==> src/design/pwlts_pkg.sv <==
// Shared types, constants and helpers for the piecewise-linear time scale.
// Used by the controller, the datapath and the top level; no dependencies of its own.
`timescale 1ns / 1ps
package pwlts_pkg;

  localparam int MAX_WORDS = 16;
  localparam int AW        = 4;   // table address bits
  localparam int FRAC_BITS = 16;

  localparam logic [4:0] MAX_WORDS_C = 5'(MAX_WORDS);
  localparam logic signed [31:0] ONE_Q = 32'sd1 <<< FRAC_BITS;

  // register indexes on the config port
  localparam logic REG_WORD_COUNT   = 1'b0;
  localparam logic REG_REPEAT_COUNT = 1'b1;

  typedef enum logic [1:0] {
    KIND_VALUE = 2'd0,
    KIND_CYCLE = 2'd1,
    KIND_LAST  = 2'd2,
    KIND_FIRST = 2'd3
  } kind_t;

  typedef enum logic [3:0] {
    OP_NONE, OP_WRITE, OP_LOAD, OP_PAUSE1, OP_PAUSE2,
    OP_EV_CYCLE, OP_EV_LAST, OP_EV_FIRST,
    OP_STEP, OP_KEEP_DUR, OP_CAP_S, OP_CAP_E,
    OP_MUL, OP_DIV, OP_OUT_VAL, OP_OUT_LAST
  } op_t;

  typedef enum logic [1:0] {
    RD_DUR, RD_START, RD_END, RD_LASTW
  } rsel_t;

  typedef struct packed {
    op_t   op;
    rsel_t rsel;
  } cmd_t;

  typedef struct packed {
    logic out_free;
    logic seg_end;
    logic t_neg;
    logic t_lt_dur;
    logic cl_zero;
    logic div_last;
  } sts_t;

  typedef struct packed {
    logic        wc_we;
    logic        rc_we;
    logic [31:0] wdata;
  } cfg_t;

  function automatic logic signed [31:0] sat32(input logic signed [35:0] v);
    logic signed [31:0] r;
    if (v > 36'sh0_7FFF_FFFF)       r = 32'sh7FFF_FFFF;
    else if (v < -36'sh0_8000_0000) r = 32'sh8000_0000;
    else                            r = v[31:0];
    return r;
  endfunction

endpackage

==> src/design/pwlts_ram.sv <==
// Generic single-write, single-read RAM with registered read data.
// No dependencies.
`timescale 1ns / 1ps
module pwlts_ram #(
  parameter int WIDTH = 32,
  parameter int DEPTH = 16
) (
  input  logic                     clk,
  input  logic                     we,
  input  logic [$clog2(DEPTH)-1:0] waddr,
  input  logic [WIDTH-1:0]         wdata,
  input  logic [$clog2(DEPTH)-1:0] raddr,
  output logic [WIDTH-1:0]         rdata
);

  logic [WIDTH-1:0] mem [DEPTH];

  always_ff @(posedge clk) begin
    if (we) begin
      mem[waddr] <= wdata;
    end
    rdata <= mem[raddr];
  end

endmodule

==> src/design/pwlts_datapath.sv <==
// Datapath: table RAM, config registers, time/segment state, multiplier,
// bit-serial divider and the output word register. Uses pwlts_pkg, pwlts_ram.
`timescale 1ns / 1ps
module pwlts_datapath (
  input  logic                clk,
  input  logic                rst,
  input  pwlts_pkg::cmd_t     cmd,
  input  pwlts_pkg::cfg_t     cfg,
  input  logic signed [31:0]  elapsed,
  input  logic                paused_in,
  input  logic [3:0]          word_index,
  input  logic signed [31:0]  word_value,
  output pwlts_pkg::sts_t     sts,
  output logic                out_valid,
  input  logic                out_ready,
  output pwlts_pkg::kind_t    out_kind,
  output logic signed [16:0]  out_cycle,
  output logic signed [31:0]  out_value,
  output logic signed [31:0]  out_inc,
  output logic                out_last,
  output logic [4:0]          word_count,
  output logic signed [16:0]  repeat_count
);

  logic signed [16:0] cycles_left;
  logic [4:0]         seg;
  logic signed [31:0] last_time, pause_total, t;
  logic               paused;
  logic signed [35:0] inc;
  logic [30:0]        dur;
  logic signed [31:0] s_val, e_val;
  logic               diff_neg;
  logic [31:0]        abs_diff;
  logic [30:0]        rem;
  logic [31:0]        low, quo;
  logic [4:0]         cnt;

  logic [4:0]            size;
  logic [pwlts_pkg::AW-1:0] raddr;
  logic [31:0]           rdata;
  logic [30:0]           dur_c;
  logic signed [32:0]    d33;
  logic signed [32:0]    dpos;
  logic signed [31:0]    pt_new, t_sub;
  logic [31:0]           rem2;
  logic                  ge;
  logic [31:0]           rdiff;
  logic [62:0]           prod;
  logic signed [32:0]    diff33;
  logic signed [33:0]    qs, v34, lo34, hi34, vcl;
  logic signed [35:0]    inc_fin;
  logic                  emit;
  logic                  out_free;

  pwlts_ram #(.WIDTH(32), .DEPTH(pwlts_pkg::MAX_WORDS)) u_table (
    .clk   (clk),
    .we    (cmd.op == pwlts_pkg::OP_WRITE),
    .waddr (word_index),
    .wdata (word_value),
    .raddr (raddr),
    .rdata (rdata)
  );

  always_comb begin
    size = (word_count > pwlts_pkg::MAX_WORDS_C) ? pwlts_pkg::MAX_WORDS_C : word_count;
    case (cmd.rsel)
      pwlts_pkg::RD_DUR:   raddr = 4'(seg + 5'd1);
      pwlts_pkg::RD_START: raddr = seg[3:0];
      pwlts_pkg::RD_END:   raddr = 4'(seg + 5'd2);
      default:             raddr = 4'(size - 5'd1);
    endcase

    // |duration|, most negative word saturates
    if (rdata == 32'h8000_0000) dur_c = 31'h7FFF_FFFF;
    else if (rdata[31])         dur_c = 31'(-rdata);
    else                        dur_c = rdata[30:0];

    d33    = {t[31], t} - {last_time[31], last_time};
    dpos   = d33[32] ? 33'sd0 : d33;
    pt_new = pwlts_pkg::sat32({{4{pause_total[31]}}, pause_total} + {{3{dpos[32]}}, dpos});
    t_sub  = pwlts_pkg::sat32({{4{t[31]}}, t} - {{4{pause_total[31]}}, pause_total});

    rem2  = {rem, low[31]};
    ge    = rem2 >= {1'b0, dur};
    rdiff = rem2 - {1'b0, dur};
    prod  = 63'(t[30:0]) * 63'(abs_diff);

    // end word is still on the RAM output while it is captured
    diff33 = {rdata[31], rdata} - {s_val[31], s_val};
    qs     = diff_neg ? -$signed({2'b00, quo}) : $signed({2'b00, quo});
    v34    = {{2{s_val[31]}}, s_val} + qs;
    lo34   = (s_val <= e_val) ? {{2{s_val[31]}}, s_val} : {{2{e_val[31]}}, e_val};
    hi34   = (s_val <= e_val) ? {{2{e_val[31]}}, e_val} : {{2{s_val[31]}}, s_val};
    if (v34 < lo34)      vcl = lo34;
    else if (v34 > hi34) vcl = hi34;
    else                 vcl = v34;
    inc_fin = inc + {{4{t[31]}}, t};

    out_free = !out_valid || out_ready;
    sts.out_free = out_free;
    sts.seg_end  = ({1'b0, seg} + 6'd2) >= {1'b0, size};
    sts.t_neg    = t[31];
    sts.t_lt_dur = t < $signed({1'b0, dur_c});
    sts.cl_zero  = (cycles_left == 17'sd0);
    sts.div_last = (cnt == 5'd31);

    emit = (cmd.op == pwlts_pkg::OP_EV_CYCLE) || (cmd.op == pwlts_pkg::OP_EV_LAST) ||
           (cmd.op == pwlts_pkg::OP_EV_FIRST) || (cmd.op == pwlts_pkg::OP_OUT_VAL) ||
           (cmd.op == pwlts_pkg::OP_OUT_LAST);
  end

  // control-side state
  always_ff @(posedge clk) begin
    if (rst) begin
      word_count   <= '0;
      repeat_count <= '0;
      cycles_left  <= '0;
      seg          <= '0;
      last_time    <= '0;
      pause_total  <= '0;
      out_valid    <= 1'b0;
      cnt          <= '0;
    end else begin
      if (emit)           out_valid <= 1'b1;
      else if (out_ready) out_valid <= 1'b0;
      if (cfg.wc_we) begin
        word_count <= cfg.wdata[4:0];
        seg        <= '0;
      end
      if (cfg.rc_we) begin
        repeat_count <= cfg.wdata[16:0];
        cycles_left  <= cfg.wdata[16:0];
      end
      case (cmd.op)
        pwlts_pkg::OP_PAUSE1: begin
          if (paused) pause_total <= pt_new;
          else        last_time   <= t;
        end
        pwlts_pkg::OP_EV_CYCLE: begin
          seg <= '0;
          if (!cycles_left[16]) cycles_left <= cycles_left - 17'sd1;
        end
        pwlts_pkg::OP_STEP: seg <= seg + 5'd2;
        pwlts_pkg::OP_MUL:  cnt <= '0;
        pwlts_pkg::OP_DIV:  cnt <= cnt + 5'd1;
        default: ;
      endcase
    end
  end

  // payload
  always_ff @(posedge clk) begin
    case (cmd.op)
      pwlts_pkg::OP_LOAD: begin
        t      <= elapsed;
        paused <= paused_in;
        inc    <= '0;
      end
      pwlts_pkg::OP_PAUSE2: if (paused) t <= t_sub;
      pwlts_pkg::OP_STEP: begin
        t   <= t - $signed({1'b0, dur_c});
        inc <= inc + 36'(dur_c);
      end
      pwlts_pkg::OP_KEEP_DUR: dur <= dur_c;
      pwlts_pkg::OP_CAP_S:    s_val <= rdata;
      pwlts_pkg::OP_CAP_E: begin
        e_val    <= rdata;
        diff_neg <= diff33[32];
        abs_diff <= diff33[32] ? 32'(-diff33) : diff33[31:0];
      end
      pwlts_pkg::OP_MUL: begin
        rem <= prod[62:32];
        low <= prod[31:0];
      end
      pwlts_pkg::OP_DIV: begin
        rem <= ge ? rdiff[30:0] : rem2[30:0];
        low <= {low[30:0], 1'b0};
        quo <= {quo[30:0], ge};
      end
      default: ;
    endcase
    // output word register
    case (cmd.op)
      pwlts_pkg::OP_EV_CYCLE: begin
        out_kind  <= pwlts_pkg::KIND_CYCLE;
        out_cycle <= cycles_left[16] ? -17'sd1 : repeat_count - cycles_left;
        out_value <= '0;
        out_inc   <= '0;
        out_last  <= 1'b0;
      end
      pwlts_pkg::OP_EV_LAST, pwlts_pkg::OP_EV_FIRST: begin
        out_kind  <= (cmd.op == pwlts_pkg::OP_EV_LAST) ? pwlts_pkg::KIND_LAST
                                                       : pwlts_pkg::KIND_FIRST;
        out_cycle <= '0;
        out_value <= '0;
        out_inc   <= '0;
        out_last  <= 1'b0;
      end
      pwlts_pkg::OP_OUT_VAL: begin
        out_kind  <= pwlts_pkg::KIND_VALUE;
        out_cycle <= '0;
        out_value <= vcl[31:0];
        out_inc   <= pwlts_pkg::sat32(inc);
        out_last  <= 1'b1;
      end
      pwlts_pkg::OP_OUT_LAST: begin
        out_kind  <= pwlts_pkg::KIND_VALUE;
        out_cycle <= '0;
        out_value <= (size != 5'd0) ? rdata : pwlts_pkg::ONE_Q;
        out_inc   <= pwlts_pkg::sat32(inc_fin);
        out_last  <= 1'b1;
      end
      default: ;
    endcase
  end

endmodule

==> src/design/pwlts_ctrl.sv <==
// Controller: sequences pause bookkeeping, end-of-table events, the segment
// walk and the interpolation divide. Uses pwlts_pkg.
`timescale 1ns / 1ps
module pwlts_ctrl (
  input  logic            clk,
  input  logic            rst,
  input  logic            in_valid,
  input  logic            in_func,
  output logic            in_ready,
  input  pwlts_pkg::sts_t sts,
  output pwlts_pkg::cmd_t cmd
);

  typedef enum logic [15:0] {
    S_IDLE      = 16'h0001,
    S_PAUSE_A   = 16'h0002,
    S_PAUSE_B   = 16'h0004,
    S_CHECK     = 16'h0008,
    S_EOT_CYC   = 16'h0010,
    S_EOT_LAST  = 16'h0020,
    S_EOT_FIRST = 16'h0040,
    S_WALK      = 16'h0080,
    S_DUR       = 16'h0100,
    S_RD_S      = 16'h0200,
    S_RD_E      = 16'h0400,
    S_MUL       = 16'h0800,
    S_DIV       = 16'h1000,
    S_VAL_OUT   = 16'h2000,
    S_RD_LAST   = 16'h4000,
    S_LAST_OUT  = 16'h8000
  } state_t;

  state_t state, state_next;
  logic   post, post_next;    // end-of-table pass closes the item
  state_t ret;

  assign in_ready = (state == S_IDLE);
  assign ret      = post ? S_RD_LAST : S_WALK;

  always_comb begin
    state_next = state;
    post_next  = post;
    cmd.op     = pwlts_pkg::OP_NONE;
    cmd.rsel   = pwlts_pkg::RD_DUR;
    unique case (state)
      S_IDLE: begin
        if (in_valid) begin
          if (in_func) begin
            cmd.op = pwlts_pkg::OP_WRITE;
          end else begin
            cmd.op     = pwlts_pkg::OP_LOAD;
            state_next = S_PAUSE_A;
          end
        end
      end
      S_PAUSE_A: begin
        cmd.op     = pwlts_pkg::OP_PAUSE1;
        state_next = S_PAUSE_B;
      end
      S_PAUSE_B: begin
        cmd.op     = pwlts_pkg::OP_PAUSE2;
        state_next = S_CHECK;
      end
      S_CHECK: begin
        post_next  = 1'b0;
        state_next = sts.seg_end ? S_EOT_CYC : S_WALK;
      end
      S_EOT_CYC: begin
        if (sts.cl_zero) begin
          state_next = S_EOT_LAST;
        end else if (sts.out_free) begin
          cmd.op     = pwlts_pkg::OP_EV_CYCLE;
          state_next = S_EOT_LAST;
        end
      end
      S_EOT_LAST: begin
        if (!sts.cl_zero) begin
          state_next = ret;
        end else if (sts.out_free) begin
          cmd.op     = pwlts_pkg::OP_EV_LAST;
          state_next = S_EOT_FIRST;
        end
      end
      S_EOT_FIRST: begin
        if (sts.out_free) begin
          cmd.op     = pwlts_pkg::OP_EV_FIRST;
          state_next = ret;
        end
      end
      S_WALK: begin
        if (sts.t_neg || sts.seg_end) begin
          post_next  = 1'b1;
          state_next = S_EOT_CYC;
        end else begin
          state_next = S_DUR;
        end
      end
      S_DUR: begin
        if (sts.t_lt_dur) begin
          cmd.op     = pwlts_pkg::OP_KEEP_DUR;
          cmd.rsel   = pwlts_pkg::RD_START;
          state_next = S_RD_S;
        end else begin
          cmd.op     = pwlts_pkg::OP_STEP;
          state_next = S_WALK;
        end
      end
      S_RD_S: begin
        cmd.op     = pwlts_pkg::OP_CAP_S;
        cmd.rsel   = pwlts_pkg::RD_END;
        state_next = S_RD_E;
      end
      S_RD_E: begin
        cmd.op     = pwlts_pkg::OP_CAP_E;
        state_next = S_MUL;
      end
      S_MUL: begin
        cmd.op     = pwlts_pkg::OP_MUL;
        state_next = S_DIV;
      end
      S_DIV: begin
        cmd.op = pwlts_pkg::OP_DIV;
        if (sts.div_last) state_next = S_VAL_OUT;
      end
      S_VAL_OUT: begin
        if (sts.out_free) begin
          cmd.op     = pwlts_pkg::OP_OUT_VAL;
          state_next = S_IDLE;
        end
      end
      S_RD_LAST: begin
        cmd.rsel   = pwlts_pkg::RD_LASTW;
        state_next = S_LAST_OUT;
      end
      S_LAST_OUT: begin
        cmd.rsel = pwlts_pkg::RD_LASTW;
        if (sts.out_free) begin
          cmd.op     = pwlts_pkg::OP_OUT_LAST;
          state_next = S_IDLE;
        end
      end
      default: state_next = S_IDLE;
    endcase
  end

  always_ff @(posedge clk) begin
    if (rst) begin
      state <= S_IDLE;
      post  <= 1'b0;
    end else begin
      state <= state_next;
      post  <= post_next;
    end
  end

endmodule

==> src/design/piecewise_linear_time_scale.sv <==
// Top level of the piecewise-linear time scale: stream ports, APB register
// port, controller and datapath. Uses pwlts_pkg, pwlts_ctrl, pwlts_datapath.
`timescale 1ns / 1ps
// One word at a time. A table write completes in the idle state. A sample
// passes through acceptance and pause bookkeeping, a walk test and a duration
// read per skipped segment (one table RAM read each), then the tests on the
// hit segment, the operand reads and the multiply, the 1-bit-per-cycle divider
// and the value issue. Each pass over the table end goes through the cycle,
// last and first event states, and a sample that runs off the end finishes
// with the walk test, the last-word read and the issue. Each result word
// leaves through an output register and may be stalled freely; a stall
// holds the controller until the word is taken.
module piecewise_linear_time_scale (
  input  logic        clk,
  input  logic        rst,
  input  logic        s_tvalid,
  output logic        s_tready,
  input  logic [71:0] s_tdata,   // elapsed[31:0], paused[32], word_index[36:33],
                                 // word_value[68:37], zero pad
  input  logic        s_tuser,   // func
  output logic        m_tvalid,
  input  logic        m_tready,
  output logic [87:0] m_tdata,   // cycle_number[16:0], scaled_value[48:17],
                                 // accum_increment[80:49], zero pad
  output logic [1:0]  m_tuser,   // kind
  output logic        m_tlast,   // last_result
  input  logic        psel,
  input  logic        penable,
  input  logic        pwrite,
  input  logic [2:0]  paddr,
  input  logic [31:0] pwdata,
  output logic [31:0] prdata,
  output logic        pready
);

  pwlts_pkg::cmd_t  cmd;
  pwlts_pkg::sts_t  sts;
  pwlts_pkg::cfg_t  cfg;
  pwlts_pkg::kind_t out_kind;
  logic signed [16:0] out_cycle;
  logic signed [31:0] out_value, out_inc;
  logic [4:0]         word_count;
  logic signed [16:0] repeat_count;
  logic               wr;

  assign pready    = 1'b1;
  assign wr        = psel && penable && pwrite;
  assign cfg.wc_we = wr && (paddr[2] == pwlts_pkg::REG_WORD_COUNT);
  assign cfg.rc_we = wr && (paddr[2] == pwlts_pkg::REG_REPEAT_COUNT);
  assign cfg.wdata = pwdata;
  assign prdata    = (paddr[2] == pwlts_pkg::REG_WORD_COUNT) ? {27'd0, word_count}
                                                             : {{15{repeat_count[16]}}, repeat_count};

  pwlts_ctrl u_ctrl (
    .clk      (clk),
    .rst      (rst),
    .in_valid (s_tvalid),
    .in_func  (s_tuser),
    .in_ready (s_tready),
    .sts      (sts),
    .cmd      (cmd)
  );

  pwlts_datapath u_dp (
    .clk          (clk),
    .rst          (rst),
    .cmd          (cmd),
    .cfg          (cfg),
    .elapsed      (s_tdata[31:0]),
    .paused_in    (s_tdata[32]),
    .word_index   (s_tdata[36:33]),
    .word_value   (s_tdata[68:37]),
    .sts          (sts),
    .out_valid    (m_tvalid),
    .out_ready    (m_tready),
    .out_kind     (out_kind),
    .out_cycle    (out_cycle),
    .out_value    (out_value),
    .out_inc      (out_inc),
    .out_last     (m_tlast),
    .word_count   (word_count),
    .repeat_count (repeat_count)
  );

  assign m_tuser = out_kind;
  assign m_tdata = {7'd0, out_inc, out_value, out_cycle};

  // the closing word of a sample is always the scaled value
  a_last_is_value: assert property (@(posedge clk) disable iff (rst)
    m_tvalid && m_tlast |-> m_tuser == pwlts_pkg::KIND_VALUE)
    else $error("final word is not a scaled value");

  // only cycle events carry a cycle number
  a_cycle_field: assert property (@(posedge clk) disable iff (rst)
    m_tvalid && m_tuser != pwlts_pkg::KIND_CYCLE |-> m_tdata[16:0] == 17'd0)
    else $error("cycle number on a non-cycle word");

  // an event word leaves while its sample is still being worked on
  a_event_busy: assert property (@(posedge clk) disable iff (rst)
    m_tvalid && m_tready && !m_tlast |-> !s_tready)
    else $error("event word with controller idle");

endmodule
==> config.mk <==
export PLATFORM = sky130hd
export DESIGN_NAME = piecewise_linear_time_scale
export DESIGN_NICKNAME = d
export VERILOG_FILES = /design/src/design/pwlts_pkg.sv /design/src/design/pwlts_ram.sv /design/src/design/pwlts_datapath.sv /design/src/design/pwlts_ctrl.sv /design/src/design/piecewise_linear_time_scale.sv
export SDC_FILE = /design/constraint.sdc
export NUM_CORES = 2
export LEC_CHECK = 0
export BUFFER_PORTS_ARGS = -buffer_cell sky130_fd_sc_hd__buf_2
export CORE_MARGIN = 4
export CORE_UTILIZATION = 43
export CTS_BUF_LIST = sky130_fd_sc_hd__clkbuf_16
export DETAILED_ROUTE_END_ITERATION = 6
export PLACE_DENSITY = 0.54
export SLEW_MARGIN = 25
export SYNTH_ARGS = -nofsm -noshare
export SYNTH_HDL_FRONTEND = slang
export SYNTH_HIERARCHICAL = 1
export SYNTH_SLANG_ARGS = --single-unit
export TNS_END_PERCENT = 1
==> constraint.sdc <==
create_clock -name clk -period 12.1 [get_ports clk]
set_input_delay 1.815 -clock clk [delete_from_list [all_inputs] [get_ports clk]]
set_output_delay 1.815 -clock clk [all_outputs]
set_load 0.05 [all_outputs]
==> impl_metrics.toml <==
[yosys]
ys_seq_area_share_pct = 31.9
synth-async-reset-ratio_pct = 0
syn_inst = 9231
ys_warn_count = 6
yosysUniqueCellTypes = 108
ys_seq_elements = 1050
synth_area_mm2 = 0.0938
synth_edf_count = 888
synth_top_flop_cell = "edfxtp_1"
syn-mean-instance-area_um2 = 10.2

[sta]
clock_skew_ns = 0.0952
drv_slew = 0
fmaxAchievable_mhz = 89.8
hold_viol = 0
min_period_ns = 11.13
final.period_utilization_pct = 92.0
max_slew_margin_pct = 28.7
setup_ws_ns = 0.967
setup_violations = 0
worst_slew_pin_slew_ns = 1.07
rsz0062_at_grt = "false"
setup-tns-final_ns = 0

[route]
drt_iter0_markers = 5508
dr.pass1.iters = 6
wl_per_cell_um = 23.8
drc = 0
route.vias.total = 69200
drtAntennaViolNets = 0
viasPerCell = 5.66
drt_wl_total_mm = 291

[critical_path]
crit_top_cell = "nand2b_1"
worst_setup_path_end_kind = "flop"
crit_type = "reg2reg"
crit_arrival_ns = 11.51
critPathMaxFanout = 37
max_stage_delay_ns = 0.91
slowest_stage = "mux2_2"
cp.required_ns = 12.47
critical_path.startpoint_type = "flop"

[placement]
hpwl_mm = 216
routabilityCongestion = 0.903
portBuffers = 212
place_ws_ns = 1.06

[flow_run]
maxCapViolations = 0

[outcome]
status = "finished clean"

[finish]
syn2layout_area_growth_pct = 8.79
nets = 10900
regArea_mm2 = 0.0299
multi_input_area_mm2 = 0.0578
fillers = 20300
final_layout_size_suffix_gt1_share_pct = 8.63
final_cell_mix = "inv_1 (1214), nand2_1 (982), edfxtp_1 (888)"
final_common_cell = "inv_1"

[clock_network]
path_clk_slew_ns = 0.06
clockBufferDepth = 3
numCtsBuffers = 117
ctsResizeCount = 0
cts_hold_buf = 0
clock_latency_ns = 0.80
root_buffer = "clkbuf_16"
post_cts_buffers = 0
htreeDepth = 3
clock_sinks = 1050
cts_tree = "built"

[hold_path]
hp-class = "reg2reg"

[floorplan]
die_h_um = 475
core_area_mm2 = 0.217
die_w_um = 475
rows = 171
initial_utilization_pct = 43.2
io_pins = 241
die_area_mm2 = 0.226

[global_route]
grt_max_degree = 85
gr-usage-all-layers_pct = 25.8
grt_pass1_vias = 70200
grt_pass1_wl_mm = 442
overflow = 0
antenna_found_initial = 22
==> cells in the mapped netlist, types with 16 or more instances <==
| cell | count | share of area, % |
|---|---|---|
| nor4_1 | 25 | 0.17 |
| o211ai_1 | 72 | 0.58 |
| or2_2 | 18 | 0.12 |
| nor3_1 | 99 | 0.53 |
| and3_1 | 44 | 0.29 |
| a22oi_1 | 90 | 0.72 |
| o31ai_1 | 43 | 0.34 |
| a21oi_1 | 468 | 2.5 |
| or4_1 | 16 | 0.13 |
| edfxtp_1 | 888 | 28 |
| xnor2_1 | 234 | 2.2 |
| xor2_1 | 184 | 1.7 |
| buf_4 | 36 | 0.29 |
| a21o_1 | 225 | 1.8 |
| mux4_2 | 128 | 3.1 |
| nor2b_1 | 87 | 0.58 |
| nand2_1 | 983 | 3.9 |
| a221oi_1 | 34 | 0.32 |
| a21boi_0 | 33 | 0.26 |
| buf_1 | 29 | 0.12 |
| o21bai_1 | 38 | 0.30 |
| and2_1 | 560 | 3.7 |
| or3_1 | 35 | 0.23 |
| o31a_1 | 22 | 0.21 |
| o21a_1 | 59 | 0.47 |
| nand3_1 | 96 | 0.51 |
| clkbuf_1 | 371 | 1.5 |
| a31oi_1 | 52 | 0.35 |
| buf_2 | 20 | 0.11 |
| nand2b_1 | 77 | 0.51 |
| nor2_1 | 426 | 1.7 |
| nand4_1 | 63 | 0.42 |
| a211oi_1 | 49 | 0.39 |
| o41ai_1 | 19 | 0.18 |
| a22o_1 | 26 | 0.24 |
| mux2i_1 | 55 | 0.59 |
| dfxtp_1 | 162 | 3.5 |
| o21ai_0 | 352 | 1.9 |
| inv_1 | 1191 | 4.8 |
| fa_1 | 876 | 19 |
| ha_1 | 673 | 9.0 |
==> critical path: cells and delay by family (launching register included) <==
family / cells / cell delay (ns)
muxes: 2 / 0.97
adders and majority gates: 1 / 0.34
DFF: 1 / 0.50
AOI/OAI and AO/OA: 8 / 2.41
buffers and inverters: 2 / 0.22
and+or+nand+nor: 17 / 6.15
==> per-layer routing <==
metal | GRT usage, % | part of all wire, %
met2 | 41.8 | 46
met5 | 0 | 0.015
met1 | 35.6 | 44
met3 | 4.09 | 6.5
met4 | 7.93 | 3.5
==> cell type report <==
class / count / area share (%)
tap: 2854 / 3.50
sequential: 1050 / 29.3
timing repair buffer: 361 / 2.29
multi-input combinational: 6528 / 56.6
antenna: 12 / 0.0294
inverter: 1193 / 4.39
clock inverter: 106 / 1.03
clock buffer: 117 / 2.87
==> flip-flops by register name (all words and copies together), names as in the netlist, 17 cells and up <==
name and flops:
u_dp/last_time 32, u_dp/u_table/mem 512, u_dp/out_value 32, u_dp/abs_diff 32, u_dp/pause_total 32, u_dp/cycles_left 17, u_dp/t 32, u_dp/s_val 32
u_dp/inc 36, u_dp/repeat_count 17, u_dp/dur 31, u_dp/out_inc 32, u_dp/quo 32, u_dp/rem 31, u_dp/e_val 32, u_dp/out_cycle 17
u_dp/u_table/rdata 32, u_dp/low 32
==> stage by stage <==
step | utilization, % | cells | cell area (um2) | hold slack (ns)
6_report | 47.0 | 12200 | 102000 | 0.457
3_5_place_dp | 45.2 | 12000 | 98100 | 0.449
5_1_grt | 47.0 | 12200 | 102000 | 0.476
2_1_floorplan | - | 9237 | 93900 | 0.436
4_1_cts | 47.0 | 12200 | 102000 | 0.458
3_3_place_gp | 45.1 | 12000 | 98000 | 0.447
==> path summary, 6_finish.rpt <==
path / startpoint / to / slack, ns / cells after the start
max: u_dp/u_table/rdata[7] / u_dp/t[5] / 0.97 / 30
min: u_dp/last_time[29] / u_dp/last_time[29] / 0.46 / 2
max reg2reg: u_dp/u_table/rdata[7] / u_dp/t[5] / 0.97 / 30
min reg2reg: u_dp/last_time[29] / u_dp/last_time[29] / 0.46 / 2
==> logic make-up (layout without fill, tap and decap cells) <==
family	Yosys count	in the layout	share of synthesized area (%)
compound gates	1749	1749	12.2
xor+xnor	418	418	3.90
fa+ha+maj	1549	1549	27.7
buf+inv	1659	1777	6.90
flops	1050	1050	31.9
mux	201	201	3.89
other cells	2	20	0.00800
simple gates	2603	2603	13.5
Power is left out: the tool's default activity adds up to more than one toggle a clock period on the data nets, which glitch-free logic cannot reach.
